**src/rtl/mpfd_pkg.sv**
```systemverilog
// ----------------------------------------------------------------------------
// mpfd_pkg
// Types, geometry constants and helpers for the page-mode frame store.
// ----------------------------------------------------------------------------
package mpfd_pkg;

   localparam int COLUMNS = 128;
   localparam int PAGES   = 8;
   localparam int DEPTH   = PAGES * COLUMNS;
   localparam int ADDR_W  = $clog2(DEPTH);
   localparam int ROWS    = PAGES * 8;

   localparam int NUM_W = 12;
   localparam int DEN_W = 8;

   localparam logic [2:0] ACT_FILL   = 3'd0;
   localparam logic [2:0] ACT_POINT  = 3'd1;
   localparam logic [2:0] ACT_LINE   = 3'd2;
   localparam logic [2:0] ACT_CIRCLE = 3'd3;
   localparam logic [2:0] ACT_READ   = 3'd4;

   localparam logic [7:0] FILL_ONES  = 8'hFF;
   localparam logic [7:0] FILL_ZEROS = 8'h00;

   typedef struct packed {
      logic [2:0] action;
      logic       ink;
      logic [7:0] x_start;
      logic [7:0] y_start;
      logic [7:0] x_end;
      logic [7:0] y_end;
      logic [7:0] radius;
   } req_payload_type;

   typedef struct packed {
      logic [7:0] read_data;
      logic       clipped;
   } rsp_payload_type;

   typedef struct packed {
      logic busy;
      logic done;
   } div_stat_type;

   function automatic logic off_screen(logic [7:0] x, logic [7:0] y);
      off_screen = ({1'b0, x} >= 9'(COLUMNS)) || ({1'b0, y} >= 9'(ROWS));
   endfunction

   function automatic logic [ADDR_W-1:0] pix_addr(logic [7:0] x, logic [7:0] y);
      pix_addr = ADDR_W'(32'(y[7:3]) * COLUMNS + 32'(x));
   endfunction

endpackage

```
**src/rtl/mpfd_div.sv**
```systemverilog
// ----------------------------------------------------------------------------
// mpfd_div
// Restoring unsigned divider, one quotient bit per cycle.
// ----------------------------------------------------------------------------
module mpfd_div
   import mpfd_pkg::*;
(
   input  logic             clock,
   input  logic             reset,
   input  logic             start,
   input  logic [NUM_W-1:0] num,
   input  logic [DEN_W-1:0] den,
   output logic [NUM_W-1:0] quot,
   output div_stat_type     stat
);

   localparam int CNT_W = $clog2(NUM_W);

   logic             busy_ff, busy_in;
   logic             done_ff, done_in;
   logic [CNT_W-1:0] cnt_ff, cnt_in;
   logic [NUM_W-1:0] num_ff, num_in;
   logic [DEN_W-1:0] rem_ff, rem_in;
   logic [DEN_W-1:0] den_ff, den_in;
   logic [DEN_W:0]   rem_sh;
   logic             ge;

   always_comb begin
      rem_sh  = {rem_ff, num_ff[NUM_W-1]};
      ge      = rem_sh >= {1'b0, den_ff};
      busy_in = busy_ff;
      done_in = 1'b0;
      cnt_in  = cnt_ff;
      num_in  = num_ff;
      rem_in  = rem_ff;
      den_in  = den_ff;
      if (start) begin
         busy_in = 1'b1;
         cnt_in  = CNT_W'(NUM_W - 1);
         num_in  = num;
         rem_in  = '0;
         den_in  = den;
      end else if (busy_ff) begin
         // shift in one dividend bit, subtract when it fits
         rem_in = ge ? DEN_W'(rem_sh - {1'b0, den_ff}) : rem_sh[DEN_W-1:0];
         num_in = {num_ff[NUM_W-2:0], ge};
         cnt_in = cnt_ff - 1'b1;
         if (cnt_ff == '0) begin
            busy_in = 1'b0;
            done_in = 1'b1;
         end
      end
   end

   always_ff @(posedge clock) begin
      if (reset) begin
         busy_ff <= 1'b0;
         done_ff <= 1'b0;
      end else begin
         busy_ff <= busy_in;
         done_ff <= done_in;
      end
      cnt_ff <= cnt_in;
      num_ff <= num_in;
      rem_ff <= rem_in;
      den_ff <= den_in;
   end

   assign quot      = num_ff;
   assign stat.busy = busy_ff;
   assign stat.done = done_ff;

endmodule

```
**config.mk**
```make
export PLATFORM = sky130hd
export DESIGN_NAME = mpfd_div
export DESIGN_NICKNAME = d
export VERILOG_FILES = /design/src/rtl/mpfd_pkg.sv /design/src/rtl/mpfd_div.sv
export SDC_FILE = /design/constraint.sdc
export NUM_CORES = 1
export LEC_CHECK = 0
export BUFFER_PORTS_ARGS = -buffer_cell sky130_fd_sc_hd__buf_2
export CAP_MARGIN = 20
export CORE_ASPECT_RATIO = 1.75
export CORE_MARGIN = 4
export CORE_UTILIZATION = 59
export CTS_CLUSTER_SIZE = 8
export DETAILED_ROUTE_END_ITERATION = 10
export HOLD_SLACK_MARGIN = 0.12
export PLACE_DENSITY = 0.92
export SLEW_MARGIN = 15
export SYNTH_ARGS = -nofsm -noshare
export SYNTH_HDL_FRONTEND = slang
export SYNTH_SLANG_ARGS = --single-unit
```
**constraint.sdc**
```tcl
create_clock -name clock -period 4.8 [get_ports clock]
set_input_delay 0.48 -clock clock [delete_from_list [all_inputs] [get_ports clock]]
set_output_delay 0.48 -clock clock [all_outputs]
set_load 0.05 [all_outputs]
```
==> metrics.yaml <==
status: "finished clean"
synth_seq_area_share_pct: 46.6
numPortBuffers: 36
synth_top_area_cell: "edfxtp_1"
clockPowerShare_pct: 28.6
fmax_mhz: 454
crit_type: "reg2reg"
cts_buffers: 5
yosys.cell_types.count: 46
hp-start: "reset"
clockBufferDepth: 2
power.share.sequential_pct: 45.8
hold_buffers: 0
first_pass_iters: 5
final_util_pct: 68.4
cts-root-buf: "clkbuf_8"
arrival_ns: 2.25
p_int_mw: 0.525
worst_ep_required_time_ns: 4.85
drive_gt1_share_pct: 29.9
grt_use_total_pct: 21.6
cp-start-kind: "flip-flop"
worst_hold_path.num_cells: 2
antenna_cells: 0
route.detailed.drc: 0
power_mw: 0.779
irDropWorstVdd_uv: 272
grt.busiest_layer: "met2"
wl_mm: 4.17
synth_area_sq_um: 1890
hold_end: "busy_ff"
ys_seq_elements: 34
rsz0062_at_grt: "false"
met1_usage_pct: 22.4
overflow: 0
dieArea_sq_um: 4210
dieHeight_um: 82.9
slew_headroom_pct: 56.6
h-tree-depth: 2
met3_usage_pct: 4.31
fin_crit_ns: 2.20
rr_endpoint: "quot[0]"
finalNetCount: 243
clock_latency_ns: 0.30
p_sw_share_pct: 32.6
dp_hpwl_mm: 3.07
maxSlewViolCount: 0
ff2ff_setup_slack_ns: 2.60
power_leakage_nw: 0.922
synth_top_cell_area_share_pct: 31.7
cts_tree: "yes"
combPwrFrac_pct: 25.6
rows: 27
rr_worst_depth: 6
grt_pass1_wl_mm: 6.79
core-area_sq_um: 3110
p_per_area_nw_per_um2: 367
hp-class: "in2reg"
grt_max_degree: 34
clock_sinks: 34
start_util_pct: 60.9
cp-end-kind: "flip-flop"
clk_pin_slew_ns: 0.07
vias: 1469
post_drt_wl_per_cell_um: 16.4
routed_via_density: 5.78
fin_crit_sh_pct: 45.9
netlist_top_cells_area: "edfxtp_1, dfxtp_1, mux2_2, ha_1, nor2_1"
fp.dieW_um: 50.8
hold_violations: 0
antenna_found_initial: 0
setup_violations: 0
syn_inst: 177
io_pins: 37
syn_to_final_growth_pct: 12.3
cts_setup_buffers: 0
drt_iter0_drc: 64
grt_pass1_vias: 1475
p_sw_mw: 0.254
use_met2_pct: 38.3
finalWeightedCongestion: 0.872
cap_violations: 0
crit_fanout: 11
tns_ns: 0
ant_nets: 0
tightest_slew_ns: 0.652
worstReg2RegStart: "den_ff[6]"
syn-num-nets: 210
skew_ns: 0.00840
cts_resized: 0
synth_area_per_cell_sq_um: 10.7
ys_warn_count: 0
==> kinds of logic (layout without fill, tap and decap cells) <==
group,count (synthesis),count (layout),share of synthesized area [%]
AO/OA/AOI/OAI,36,36,14.0
buffers and inverters,24,58,7.67
AND/OR/NAND/NOR,55,55,14.7
adder cells (fa/ha/maj),10,10,7.01
multiplexers,14,14,8.20
XOR/XNOR,4,4,1.85
flip-flops,34,34,46.6
==> worst max-delay path: stages, from the launching register on <==
cell      delay, ns
edfxtp_1       0.33
inv_1          0.04
ha_1           0.36
a2111o_1       0.45
o211ai_2       0.41
nand2_1        0.09
mux2_2         0.27
==> power groups by stage <==
stage | clock network (mW) | registers (mW) | logic, mW
after global placement | 0 | 0.361 | 0.191
after detailed placement | 0 | 0.362 | 0.197
final | 0.223 | 0.357 | 0.199
after floorplan | 0 | 0.394 | 0.122
after global routing | 0.232 | 0.360 | 0.217
after CTS | 0.224 | 0.357 | 0.199
==> cell usage after synthesis (all sizes together) <==
cell type   n
edfxtp     20
a2111o      1
o211a       1
xor2        1
o221ai      1
ha          9
or3         2
inv        14
o211ai      2
a211o       4
nand3       7
mux2i       2
clkbuf      2
nor2b       1
fa          1
o22ai       1
nor3b       1
a21boi      1
a31oi       1
nand4       1
a32o        1
a311oi      4
nand2b      8
mux2       12
a211oi      1
nor3        2
xnor2       3
a21o        1
nand2      12
a41oi       1
a21oi       7
o21ai       9
dfxtp      14
nor2       18
and2        1
buf         8
nor4b       1
nor4        1
==> layer usage <==
layer / vias up / part of all wire [%]
met5: - / 0
met4: 0 / 4.1
met3: 15 / 5.6
met2: 71 / 55
met1: 681 / 35
li1: 702 / -
==> cell usage in the layout, fill, tap and decap left out, types with 7 or more instances in the layout <==
cell type	count
nor2_1	18
inv_1	14
ha_1	9
o21ai_0	7
dfxtp_1	14
buf_2	36
edfxtp_1	20
mux2_2	12
nand2_1	12
nand2b_1	8
==> worst max-delay path by stage <==
stage | end | cells after the start | slack, ns | start
floorplan | rem_ff[4] | 8 | 2.62 | quot[11]
global placement | quot[0] | 6 | 2.70 | den_ff[6]
detailed placement | quot[0] | 6 | 2.63 | den_ff[6]
CTS | quot[0] | 6 | 2.62 | den_ff[6]
global route | rem_ff[3] | 7 | 2.46 | den_ff[1]
finish | quot[0] | 6 | 2.60 | den_ff[6]
==> state kept, by name, indices dropped and copies added (netlist names) <==
name	flops
busy_ff	1
done_ff	1
rem_ff	8
cnt_ff	4
quot	12
den_ff	8
==> metrics by stage <==
stage	worst slack, ns	cell area [sq um]	std cells	hold slack (ns)
6_report	2.60	2120	254	0.353
5_1_grt	2.46	2120	254	0.359
4_1_cts	2.62	2120	254	0.349
3_5_place_dp	2.63	2030	246	0.490
3_3_place_gp	2.70	2030	246	0.487
2_1_floorplan	2.62	1890	177	0.464
==> area by class of cell <==
cell class                      count  area (sq um)
Fill cell                         238           983
Inverter                           14          52.6
Clock buffer                        7          86.3
Multi-Input combinational cell    119           866
Timing Repair Buffer               36           180
Tap cell                           43          53.8
Clock inverter                      1          5.00
Sequential cell                    34           881
(Power assumes the default switching activity.)
